### config.mk
export PLATFORM = sky130hd
export DESIGN_NAME = crt_cell
export DESIGN_NICKNAME = d
export VERILOG_FILES = /design/src/rtl/crt_pkg.sv /design/src/rtl/crt_cell.sv
export SDC_FILE = /design/constraint.sdc
export NUM_CORES = 1
export LEC_CHECK = 0
export ABC_AREA = 1
export BUFFER_PORTS_ARGS = -buffer_cell sky130_fd_sc_hd__buf_4
export CAP_MARGIN = 20
export CORE_AREA = 10 10 363 365
export DETAILED_ROUTE_END_ITERATION = 10
export DIE_AREA = 0 0 373 375
export GPL_TIMING_DRIVEN = 0
export PLACE_DENSITY_LB_ADDON = 0.25
export RECOVER_POWER = 25
export SYNTH_ARGS = -nofsm -noshare
export SYNTH_HDL_FRONTEND = slang
export SYNTH_SLANG_ARGS = --single-unit
### constraint.sdc
create_clock -name clk -period 12.1 [get_ports clk]
set_clock_uncertainty 0.05 [all_clocks]
set_input_delay 2.42 -clock clk [delete_from_list [all_inputs] [get_ports clk]]
set_output_delay 2.42 -clock clk [all_outputs]
set_load 0.02 [all_outputs]
### src/rtl/crt_pkg.sv
`timescale 1ns / 1ps
package crt_pkg;

  localparam int ENTRIES_DEF = 16;

  localparam logic [1:0] FUNC_SEND   = 2'd0;
  localparam logic [1:0] FUNC_ACK    = 2'd1;
  localparam logic [1:0] FUNC_TICK   = 2'd2;
  localparam logic [1:0] FUNC_UNUSED = 2'd3;

  localparam logic [1:0] KIND_FIRST  = 2'd0;
  localparam logic [1:0] KIND_RETX   = 2'd1;
  localparam logic [1:0] KIND_REPORT = 2'd2;

  localparam logic [2:0] ST_IN_PROGRESS = 3'd0;
  localparam logic [2:0] ST_SUCCESS     = 3'd1;
  localparam logic [2:0] ST_FAILED      = 3'd2;
  localparam logic [2:0] ST_TIMEOUT     = 3'd3;
  localparam logic [2:0] ST_DENIED      = 3'd4;
  localparam logic [2:0] ST_FULL        = 3'd5;

  localparam logic [7:0] RES_ACCEPTED    = 8'd0;
  localparam logic [7:0] RES_DENIED      = 8'd2;
  localparam logic [7:0] RES_IN_PROGRESS = 8'd5;

  localparam logic [7:0] DONE_PROGRESS = 8'd100;

  localparam logic [1:0] REG_TIMEOUT   = 2'd0;
  localparam logic [1:0] REG_TGT_SYS   = 2'd1;
  localparam logic [1:0] REG_TGT_COMP  = 2'd2;

  typedef struct packed {
    logic        retry_cat;
    logic [15:0] seq;
    logic [15:0] cmd;
    logic [7:0]  retries;
    logic [7:0]  confirm;
    logic [15:0] age;
    logic [15:0] target;
    logic [63:0] pa;
    logic [63:0] pb;
    logic [63:0] pc;
    logic [31:0] pd;
  } pay_t;

  typedef struct packed {
    logic valid;
    logic pend;
    pay_t pay;
  } entry_t;

  typedef struct packed {
    logic shift;
    logic load;
    logic age;
  } cell_ctl_t;

endpackage

### src/rtl/crt_cell.sv
`timescale 1ns / 1ps
module crt_cell (
  input  logic              clk,
  input  logic              rst_n,
  input  crt_pkg::cell_ctl_t ctl,
  input  crt_pkg::entry_t   shift_in,
  input  crt_pkg::entry_t   load_in,
  input  logic [15:0]       timeout,
  output crt_pkg::entry_t   ent
);

  logic          valid_r, valid_nxt;
  logic          pend_r, pend_nxt;
  crt_pkg::pay_t pay_r, pay_nxt;

  always_comb begin
    valid_nxt = valid_r;
    pend_nxt  = pend_r;
    pay_nxt   = pay_r;
    if (ctl.load) begin
      valid_nxt = load_in.valid;
      pend_nxt  = load_in.pend;
      pay_nxt   = load_in.pay;
    end else if (ctl.shift) begin
      valid_nxt = shift_in.valid;
      pend_nxt  = shift_in.pend;
      pay_nxt   = shift_in.pay;
    end else if (ctl.age) begin
      pend_nxt = 1'b0;
      if (valid_r) begin
        // age saturates
        if (pay_r.age != 16'hFFFF) pay_nxt.age = pay_r.age + 16'd1;
        pend_nxt          = (pay_nxt.age > timeout);
        pay_nxt.retry_cat = (pay_r.retries != 8'd0);
      end
    end
  end

  always_ff @(posedge clk) begin
    if (!rst_n) begin
      valid_r <= 1'b0;
      pend_r  <= 1'b0;
    end else begin
      valid_r <= valid_nxt;
      pend_r  <= pend_nxt;
    end
  end

  always_ff @(posedge clk) begin
    pay_r <= pay_nxt;
  end

  assign ent.valid = valid_r;
  assign ent.pend  = pend_r;
  assign ent.pay   = pay_r;

endmodule

**Word-level counts from Yosys, hierarchy flattened**

Index checks and enable logic that the tools add are counted.

- Flip-flop bits (word level): 307
- Input bits: 635
- Output and inout bits: 307
- Word-level logic and storage cells: 41

- Add/subtract/negate cells: 1
- Magnitude comparators: 1
- Equal/unequal tests: 1
- Multiplexer cells: 20
- Reductions and logical operators: 5

Operators by type and width:

| cell | number |
|---|---|
| $mux W305 | 1 |
| $mux W240 | 1 |
| $mux W16 | 8 |
| $mux W48 | 1 |
| $add A16 B1 Y16 const B | 1 |
| $gt A16 B16 Y1 | 1 |
| $ne A16 B16 Y1 const B | 1 |
| $mux W1 | 9 |
| $reduce_bool A8 Y1 | 1 |
| $reduce_bool A3 Y1 | 2 |
| $reduce_and A2 Y1 | 1 |
| $reduce_bool A2 Y1 | 1 |

**Logic depth before layout (Yosys ltp)**

Gate-level depths: netlist of run 1.

- Depth in word-level cells: 11
- Gate-level depth with buffers: 24
- Gate-level depth less buffers: 24

**Worst setup path before layout of run 1**

No wires, ideal clock.

- Kind: in2reg
- Start point: input port ctl[2] in the netlist's numbering
- End point: register pay_r (netlist bit ent[0]), enable pin
- Library setup time: 638 ps
- Arrival time: 8330 ps
- Required time: 11412 ps
- Path slack: 3082 ps
- Stages: 3
- Path buffers: 1
- Cell sequence: clkbuf_1 > nor2_1 > inv_1

- Longest elaborated chain between the ends: 1

Ends and longest elaborated chain:

| element | RTL line | source |
|---|---|---|
| start: declaration | crt_cell.sv:5 | `input crt_pkg::cell_ctl_t ctl,` |
| $reduce_bool A2 Y1 (no line) | n/a |  |
| end signal: assignment | crt_cell.sv:50 | `pay_r <= pay_nxt;` |
| end: declaration | crt_cell.sv:14 | `crt_pkg::pay_t pay_r, pay_nxt;` |

No other way between the ends.
A chain may end at the register's enable or synchronous reset.

==> reports/metrics.csv, run 1 <==
stage,metric,value,unit
global_routing,grt_start_max_net_pins,111,
synth,synthSimpleGateAreaFrac,27.48,%
place,gp_congestion,0.8598,
setup_path,worstPathArrival,5.54,ns
route,routed_wl,93860,um
timing,setup_tns,0,ns
worst_hold_path,min_path_type,reg2reg,
pwr,pwr_density_cell,137.5,mW/mm^2
timing,setup_viol,0,
setup_path,start_kind,input pin,
job,drv_cap,0,
pwr,p_sw,1018,uW
setup_path,cp_slowest_cell,clkbuf_1,
timing,slew_headroom,11.57,%
synth,synth_warnings,0,
setup_path,worst-path-max-fanout,10,
setup_path,cpMostUsedCell,clkbuf_1,
synth,yosys_register_bits,307,
clock_tree,post-cts-setup-buffer-count,0,
global_routing,grt_remaining_overflow,0,
route,vias,14290,
die,num_rows,130,
pwr,seq_power_share,41.5,%
die,die_x,373,um
pwr,swShare,31.16,%
timing,grt_setup_unrepaired,false,
synth,ys_types,31,
place,hpwl,78720,um
global_routing,grt_pass1_wl,123700,um
synth,synth_xor_area_share,0.4984,%
route,detail-route-antenna-nets,0,
die,core_region_area,0.1248,sq mm
timing,fmax,0.1926,GHz
die,design.die.area,0.1399,sq mm
final_layout,area_growth,69.13,%
timing,drv_slew,0,
pwr,p_leak,0.01097,uW
global_routing,grt_pass1_vias,14910,
clock_tree,cts_root_buf,clkbuf_16,
setup_path,crit_path_end_kind,flip-flop,
clock_tree,ctsHoldBuffers,0,
setup_path,cpPeakStageDelay,0.91,ns
route,via_per_inst,3.412,
place,io_buffers,939,
synth,syn_area,0.01406,sq mm
clock_tree,clkTransAtPathRegs,0.06,ns
setup_path,crit_chain,clkbuf_1 -> clkinv_1 -> clkbuf_1 -> clkbuf_1 -> nand2_1 -> nand2_1,
pwr,p_int,2250,uW
timing,final.period_utilization,42.91,%
synth,synth_compound_area_share,1.798,%
timing,hold_violations,0,
pwr,comb_power_share,21.4,%
die,start_util,11.27,%
synth,syn_avg_cell_area,9.311,sq um
die,die_y,375,um
pwr,power,3269,uW
clock_tree,cts_sinks,307,
clock_tree,htreeDepth,2,
route,wire_per_inst,22.41,um
pwr,p_clk_share,37.1,%
global_routing,track_usage,12.64,%
synth,synthMuxAreaShare,0,%
route,dr.pass1.iters,5,
synth,synth-seq-area-share,65.43,%
die,ios,942,
synth,synth_top_family_by_area,simple AND/OR/NAND/NOR gates,
clock_tree,clockBufferDepth,3,
clock_tree,worst_skew_pair.late_latency,0.61,ns
setup_path,required,12.44,ns
final_layout,drive_gt1_share,31.15,%
route,drc,0,
run_status,outcome,"complete, no violations",
clock_tree,cts_tree,yes,
final_layout,finalNetCount,3151,
route,drt_iter0_markers,711,
global_routing,antenna_found_initial,23,
clock_tree,cts_made_buffers,42,
timing,min_period,5.192,ns
synth,synthesis.nets,2162,
clock_tree,cts_resized,0,
pwr,vdd_ir_drop_max,0.00007703,V
setup_path,crit_type,in2reg,
synth,postSynthCellCount,1510,
timing,worstMarginPinSlew,1.313,ns
synth,synthAdderAreaFrac,1.513,%
power by group through the flow:
stage | Sequential, uW | Combinational, uW | Clock (uW)
floorplan | 1530 | 148 | 0
global route | 1370 | 760 | 1300
global placement | 1400 | 781 | 0
detailed placement | 1380 | 784 | 0
finish | 1360 | 700 | 1210
CTS | 1360 | 786 | 1260
per-layer routing:
metal | vias up | GRT usage [%] | part of all wire, %
li1 | 6857 | - | -
met1 | 6683 | 14.82 | 41
met2 | 633 | 21.03 | 48
met3 | 106 | 5.065 | 9.0
met4 | 12 | 3.918 | 2.4
met5 | - | 0 | 0.087
critical path: cells and delay by family:
kind | cells | cell delay (ns)
buffers and inverters | 4 | 2.37
AND/OR/NAND/NOR | 2 | 0.70
placed cells by master (no fill, tap or decap), drive strengths merged:
master  count
o21ai      35
nand2     948
bufinv      1
nor3        5
clkbuf    343
ha         17
a21oi       9
dfxtp       2
diode       9
nand4       3
inv        44
nor2       41
xor2        6
nor4        2
xnor2       2
and2        1
nand3      10
edfxtp    305
a21o        2
a211oi      1
buf       734
clkinv     17
a31oi       1
or2         1
cell type report:
| class | count | area (sq um) |
|---|---|---|
| Fill cell | 14240 | 101000 |
| Sequential cell | 307 | 9199 |
| Timing Repair Buffer | 945 | 6340 |
| Multi-Input combinational cell | 1084 | 4399 |
| Tap cell | 1650 | 2064 |
| Clock buffer | 57 | 1139 |
| Buffer | 75 | 297.8 |
| Inverter | 44 | 172.7 |
| Clock inverter | 18 | 145.1 |
| Antenna cell | 9 | 22.52 |
synth_stat cells:
master / n / area [sq um]
nand3_2: 2 / 20.02
xnor2_1: 2 / 17.52
buf_4: 2 / 15.01
nand3_1: 8 / 40.04
nor2_4: 2 / 22.52
nand2_1: 946 / 3551
nand2_2: 2 / 12.51
o21ai_1: 7 / 35.03
nor2_2: 1 / 6.260
nor3_1: 5 / 25.02
inv_2: 1 / 3.750
a211oi_1: 1 / 7.510
and2_1: 1 / 6.260
or2_2: 1 / 6.260
edfxtp_1: 305 / 9159
nand4_1: 3 / 18.77
buf_6: 1 / 11.26
clkinv_1: 1 / 3.750
a21o_1: 2 / 15.01
o21ai_2: 1 / 8.760
clkbuf_1: 63 / 236.5
buf_1: 9 / 33.78
dfxtp_1: 2 / 40.04
xor2_1: 6 / 52.55
ha_1: 17 / 212.7
a31oi_1: 1 / 6.260
a21oi_1: 9 / 45.04
inv_1: 42 / 157.7
nor2_1: 38 / 142.6
o21ai_0: 27 / 135.1
nor4_1: 2 / 12.51
kinds of logic (layout without fill, tap and decap cells):
group | after synthesis | in the layout
xor gates and xnor gates | 8 | 8
DFF | 307 | 307
buffers and inverters | 119 | 1139
AOI/OAI and AO/OA | 48 | 48
other | 0 | 9
and+or+nand+nor | 1011 | 1011
adders and majority gates | 17 | 17
final timing paths:
path	startpoint	endpoint	slack (ns)	cells after the start
worst max-delay path	ctl[1]	ent[290]	6.91	6
worst min-delay path	valid_r	valid_r	0.51	2
worst max register to register	ent[240]	pend_r	8.91	24
worst min register to register	valid_r	valid_r	0.51	2
sequential cells by signal, summed over array words and instances, names as in the netlist:
signal	count
ent	305
pend_r	1
valid_r	1
metrics by stage:
step | hold WS, ns | setup WS, ns | area (sq um) | utilization, % | cells
6_report | 0.5107 | 6.908 | 23780 | 19.06 | 4189
5_1_grt | 0.5391 | 6.764 | 23780 | 19.06 | 4188
4_1_cts | 0.5347 | 6.910 | 24600 | 19.72 | 4180
3_5_place_dp | 0.5258 | 6.274 | 23310 | 18.69 | 4105
3_3_place_gp | 0.5019 | -1.370 | 23170 | 18.57 | 4099
2_1_floorplan | 0.4084 | 3.082 | 14060 | - | 1510
(Power assumes the default switching activity.)
==> inputs of run 2 (changes only) <==
Clock period 12.1 ns to 5.25 ns, I/O delays scaled along.
==> run 2 against run 1 <==
- cell area up 2.2%
- first-iteration DRC count is 23% higher
- critical path depth is 2 higher
- count of clock-buffer cells in the layout fell by 1
- combinational power grew 140%
- global-route usage grew 0.19 points
- flip-flop and latch count unchanged
- sequential share of layout area is 0.83 points lower
- cell count up 0.26%
- clock power increased by 130%
- register-to-register slack got worse by 6.9 ns
- largest cell class unchanged
- highest routed layer unchanged
==> reports/metrics.csv, run 2 (synthesis gave the netlist of run 1 again) <==
stage,metric,value,unit,change
route,dr.pass1.iters,6,,+1
place,io_buffers,939,,unchanged
route,drt_iter0_markers,873,,+23%
route,detail-route-antenna-nets,0,,unchanged
setup_path,crit_type,in2reg,,
clock_tree,htreeDepth,2,,unchanged
setup_path,worst-path-max-fanout,39,,+29
worst_hold_path,min_path_type,reg2reg,,
route,wire_per_inst,22.58,um,+0.77%
pwr,swShare,30.80,%,-0.36 points
global_routing,grt_start_max_net_pins,40,,-64%
timing,grt_setup_unrepaired,false,,
timing,hold_violations,0,,unchanged
timing,fmax,0.2645,GHz,
job,drv_cap,0,,unchanged
setup_path,start_kind,input pin,,
die,num_rows,130,,unchanged
global_routing,antenna_found_initial,22,,-4.3%
pwr,comb_power_share,22.2,%,+0.8 points
clock_tree,worst_skew_pair.late_latency,0.59,ns,-0.02 ns
route,highest_layer,met5,,
timing,worstMarginPinSlew,1.170,ns,-0.1422 ns
final_layout,fillers,14050,,-1.3%
timing,hold_ws,0.4675,ns,-0.04316 ns
clock_tree,cts_tree,yes,,
route,via_per_inst,3.433,,+0.63%
die,die_x,373,um,unchanged
final_layout,drive_gt1_share,35.47,%,+4.3 points
place,hpwl,80520,um,+2.3%
final_layout,final_common_cell,nand2_1,,
route,route.met2.wl,47140,um,+5.0%
route,m1WireLength,35470,um,-7.0%
final_layout,ff_latch_area,0.009199,sq mm,unchanged
die,core_region_area,0.1248,sq mm,unchanged
global_routing,track_usage,12.84,%,+0.19 points
clock_tree,cts_resized,0,,unchanged
clock_tree,cts_root_buf,clkbuf_16,,
die,die_y,375,um,unchanged
final_layout,final_cell_mix,"946 x nand2_1, 814 x buf_4, 305 x edfxtp_1, 199 x clkbuf_1, 44 x clkbuf_16",,
pwr,seq_power_share,40.9,%,-0.6 points
route,vias,14420,,+0.90%
place,gp_congestion,0.8415,,-2.1%
timing,min_period,3.781,ns,
final_layout,largest_reg_flops,305,,unchanged
timing,setup_viol,0,,unchanged
run_status,outcome,"complete, no violations",,
timing,setup_tns,0,ns,unchanged
timing,slew_headroom,21.55,%,+10 points
die,design.die.area,0.1399,sq mm,unchanged
place,dpl_cell_area,0.02346,sq mm,+0.64%
final_layout,finalNetCount,3161,,+0.32%
clock_tree,clkTransAtPathRegs,0.06,ns,about the same
pwr,p_sw,2351,uW,+130%
pwr,pwr_density_cell,314.1,mW/mm^2,+130%
route,routed_wl,94830,um,+1.0%
global_routing,grt_remaining_overflow,0,,unchanged
clock_tree,cts_sinks,307,,unchanged
pwr,vdd_ir_drop_max,0.0002061,V,+170%
clock_tree,clockBufferDepth,3,,unchanged
clock_tree,ctsHoldBuffers,0,,unchanged
pwr,p_clk_share,36.9,%,-0.2 points
pwr,power,7632,uW,+130%
setup_path,worstPathArrival,4.05,ns,-1.49 ns
setup_path,crit_path_end_kind,flip-flop,,
final_layout,design_area,0.02430,sq mm,+2.2%
route,route.met3.wl,9864,um,+17%
final_layout,area_growth,72.84,%,
final_layout,multi_input_area,0.004399,sq mm,unchanged
clock_tree,post-cts-setup-buffer-count,0,,unchanged
die,ios,942,,unchanged
pwr,p_int,5282,uW,+130%
global_routing,grt_pass1_vias,14860,,-0.39%
setup_path,required,5.52,ns,-6.92 ns
die,start_util,11.27,%,unchanged
pwr,p_leak,0.01141,uW,+4.0%
timing,final.period_utilization,72.02,%,
global_routing,grt_pass1_wl,125300,um,+1.3%
clock_tree,cts_made_buffers,43,,+2.4%
timing,drv_slew,0,,unchanged
route,drc,0,,unchanged
-- run 2: cell type report --
| class | count | share of cell area (%) |
|---|---|---|
| Clock inverter | 23 | 0.6899 |
| Clock buffer | 56 | 4.711 |
| Sequential cell | 307 | 37.85 |
| Tap cell | 1650 | 8.496 |
| Buffer | 75 | 1.318 |
| Timing Repair Buffer | 954 | 28.07 |
| Antenna cell | 7 | 0.07208 |
| Inverter | 44 | 0.6848 |
| Multi-Input combinational cell | 1084 | 18.10 |
-- run 2: path summary, 6_finish.rpt --
kind	from	to	slack (ns)	depth (start not counted)
setup / recovery	ctl[1]	ent[162]	1.47	8
hold reg to reg	valid_r	valid_r	0.47	2
hold / removal	valid_r	valid_r	0.47	2
setup reg to reg	ent[240]	pend_r	2.06	24
-- run 2: metrics by stage --
stage                     cells  utilization (%)  setup WS [ns]
after floorplan            1510                -        -0.8263
after global placement     4099            18.60         -4.261
after detailed placement   4112            18.81          1.253
after CTS                  4191            19.86          1.909
after global routing       4197            19.47          1.236
final                      4200            19.48          1.469
-- run 2: critical path, stage by stage --
cell and delay, ns:
clkbuf_1 0.27, nor2_1 0.32, clkinvlp_2 0.99, buf_12 0.53, buf_16 0.20, buf_12 0.19, buf_12 0.19, buf_12 0.19
-- run 2: power by group through the flow --
stage	clock, uW	combinational [uW]	sequential, uW
global route	3030	1840	3150
detailed placement	0	1830	3170
finish	2820	1700	3120
CTS	2950	1840	3130
global placement	0	1810	3200
floorplan	0	344	3520
-- run 2: metal layers --
layer  vias to the layer above  global-route usage (%)
li1                       6885                       -
met1                      6782                   14.10
met2                       636                   22.31
met3                       102                   5.563
met4                        14                   3.791
met5                         -                       0
==> inputs of run 3 (changes only) <==
Clock period 5.25 ns to 3.2 ns, I/O delays scaled along.
==> run 3 against run 2 <==
- worst setup slack got worse by 1.3 ns
- total power is 64% higher
- highest routed layer unchanged
- cell area increased by 0.46%
==> reports/metrics.csv, run 3 (synthesis gave the netlist of run 1 again) <==
stage,metric,value,unit,change
final_layout,area_growth,73.64,%,
global_routing,use_met3,5.563,%,unchanged
clock_tree,htreeDepth,2,,unchanged
pwr,swShare,30.79,%,about the same
global_routing,track_usage,12.85,%,about the same
place,dpl_cell_area,0.02346,sq mm,unchanged
global_routing,busiest_layer,met2,,
setup_path,r2r-start,ent[241],,
final_layout,finalNonFillerCells,4209,,+0.21%
place,dp_cells,4112,,unchanged
final_layout,fillers,14060,,+0.028%
timing,hold_violations,0,,unchanged
setup_path,r2r_cells,24,,unchanged
setup_path,critical_path.top_delay_family,buffers and inverters,,
die,design.die.area,0.1399,sq mm,unchanged
setup_path,crit_type,in2reg,,
timing,min_period,3.080,ns,
setup_path,worst-path-buf-inv,4,,-3
clock_tree,cts_tree,yes,,
clock_tree,clockBufferDepth,3,,unchanged
setup_path,cpMostUsedCell,clkbuf_1,,
setup_path,required,3.58,ns,-1.94 ns
pwr,p_sw,3862,uW,+64%
setup_path,crit_chain,clkbuf_1 -> clkinv_1 -> clkbuf_1 -> clkbuf_1 -> nand2_1 -> nand2_1,,
route,detail-route-antenna-nets,0,,unchanged
die,start_util,11.27,%,unchanged
route,via_per_inst,3.430,,about the same
route,dr.pass1.iters,5,,-1
setup_path,startpoint,ctl[1],,
route,vias,14440,,+0.13%
die,die_x,373,um,unchanged
pwr,p_int,8678,uW,+64%
die,ios,942,,unchanged
die,core_region_area,0.1248,sq mm,unchanged
setup_path,cp.depth,6,,-2
timing,hold_ws,0.2596,ns,-0.2079 ns
clock_tree,clkTransAtPathRegs,0.06,ns,about the same
pwr,comb_power_share,22.4,%,+0.2 points
timing,setup_viol,0,,unchanged
final_layout,design_area,0.02441,sq mm,+0.46%
timing,worstMarginPinSlew,1.119,ns,-0.05112 ns
final_layout,largest_reg_flops,305,,unchanged
run_status,outcome,"complete, no violations",,
clock_tree,worst_skew_pair.late_latency,0.59,ns,about the same
timing,final.period_utilization,96.25,%,
final_layout,finalNetCount,3170,,+0.28%
global_routing,grt_pass1_wl,125300,um,about the same
route,drc,0,,unchanged
pwr,seq_power_share,40.8,%,about the same
clock_tree,ctsHoldBuffers,0,,unchanged
setup_path,crit_path_end_kind,flip-flop,,
timing,setup_tns,0,ns,unchanged
job,drv_cap,0,,unchanged
setup_path,reg2reg_slack,0.23,ns,-1.83 ns
setup_path,worstReg2RegEnd,pend_r,,
clock_tree,cts_root_buf,clkbuf_16,,
route,drt_iter0_markers,872,,-0.11%
global_routing,antenna_found_initial,22,,unchanged
global_routing,grtUsageMet1,14.11,%,+0.017 points
timing,fmax,0.3247,GHz,
pwr,pwr_density_cell,513.6,mW/mm^2,+64%
global_routing,use_met2,22.31,%,about the same
clock_tree,cts_sinks,307,,unchanged
pwr,vdd_ir_drop_max,0.0003378,V,+64%
die,die_y,375,um,unchanged
global_routing,grt_pass1_vias,14870,,+0.088%
pwr,p_clk_share,36.8,%,about the same
setup_path,cpPeakStageDelay,0.75,ns,-0.24 ns
timing,drv_slew,0,,unchanged
die,num_rows,130,,unchanged
setup_path,start_kind,input pin,,
final_layout,ff_latch_area,0.009199,sq mm,unchanged
timing,slew_headroom,25.38,%,+3.8 points
route,wire_per_inst,22.60,um,about the same
setup_path,worst-path-max-fanout,10,,-74%
pwr,p_leak,0.01145,uW,+0.40%
place,io_buffers,939,,unchanged
global_routing,grt_start_max_net_pins,40,,unchanged
place,gp_congestion,0.8415,,unchanged
final_layout,multi_input_area,0.004449,sq mm,+1.1%
setup_path,cp-endpoint,ent[39],,
final_layout,final_common_cell,nand2_1,,
clock_tree,cts_made_buffers,43,,unchanged
setup_path,cp_slowest_cell,clkbuf_1,,
final_layout,drive_gt1_share,35.85,%,+0.38 points
place,hpwl,80520,um,unchanged
worst_hold_path,min_path_type,in2reg,,
route,routed_wl,95110,um,+0.30%
global_routing,grt_remaining_overflow,0,,unchanged
final_layout,final_cell_mix,"945 x nand2_1, 822 x buf_4, 305 x edfxtp_1, 201 x clkbuf_1, 44 x clkbuf_16",,
setup_path,worstPathArrival,3.46,ns,-0.59 ns
## run 3: metrics by stage
stage | total power, uW | utilization, % | worst slack [ns]
floorplan | 6336 | - | -2.466
global placement | 8220 | 18.60 | -5.901
detailed placement | 8212 | 18.81 | -0.3870
CTS | 12990 | 19.88 | 0.006679
global route | 13170 | 19.56 | -0.03021
finish | 12540 | 19.57 | 0.1201
## run 3: power groups by stage
stage               Clock (uW)  Sequential (uW)  Combinational [uW]
floorplan                    0             5770                 564
global placement             0             5250                2970
detailed placement           0             5210                3010
CTS                       4840             5130                3020
global route              4970             5160                3040
finish                    4610             5120                2810
## run 3: worst register-to-register path, stage by stage (launching register included)
cell and delay [ns]:
edfxtp_1 0.45, ha_2 0.23, nand2_2 0.07, nor2_4 0.16
nand3_4 0.09, nor2_4 0.15, nand2_4 0.07, nor2_4 0.15
inv_2 0.07, buf_6 0.15, o21ai_4 0.15, inv_2 0.07
ha_4 0.27, nand2_1 0.05, nand2_1 0.05, nand2_1 0.04
nand2_1 0.05, nand2_1 0.06, nand2_2 0.11, nand2_1 0.07
nand2_1 0.08, nand2_1 0.07, nand2_1 0.06, nand2_1 0.05
a21oi_1 0.11
## run 3: layout make-up
cell class              instances  area share [%]
clock inverters                23          0.6868
clock buffers                  56           4.689
diodes                          7         0.07175
plain buffers                  75           1.312
inverters                      44          0.6919
flip-flops and latches        307           37.68
multi-input cells            1084           18.22
well taps                    1650           8.456
repair buffers                963           28.19
## run 3: worst min path at each step
stage / from / endpoint / slack [ns] / cells after the start
after detailed placement: valid_r / valid_r / 0.48 / 2
after CTS: shift_in[206] / ent[206] / 0.19 / 3
final: shift_in[231] / ent[231] / 0.26 / 3
after global placement: valid_r / valid_r / 0.45 / 2
after global routing: shift_in[238] / ent[238] / 0.21 / 3
after floorplan: valid_r / valid_r / 0.41 / 2
## run 3: what timing repair did
item,4_1_cts,5_1_grt
resized for setup,0,10
buffers inserted,3,6
endpoints found under the setup margin,1,1
pin swaps,0,5
## run 3: layer usage
| metal | share of wire (%) | routed length [um] | vias up |
|---|---|---|---|
| li1 | - | - | 6896 |
| met5 | 0.085 | 81 | - |
| met2 | 50 | 47310 | 642 |
| met4 | 2.4 | 2283 | 14 |
| met1 | 37 | 35580 | 6785 |
| met3 | 10 | 9859 | 101 |
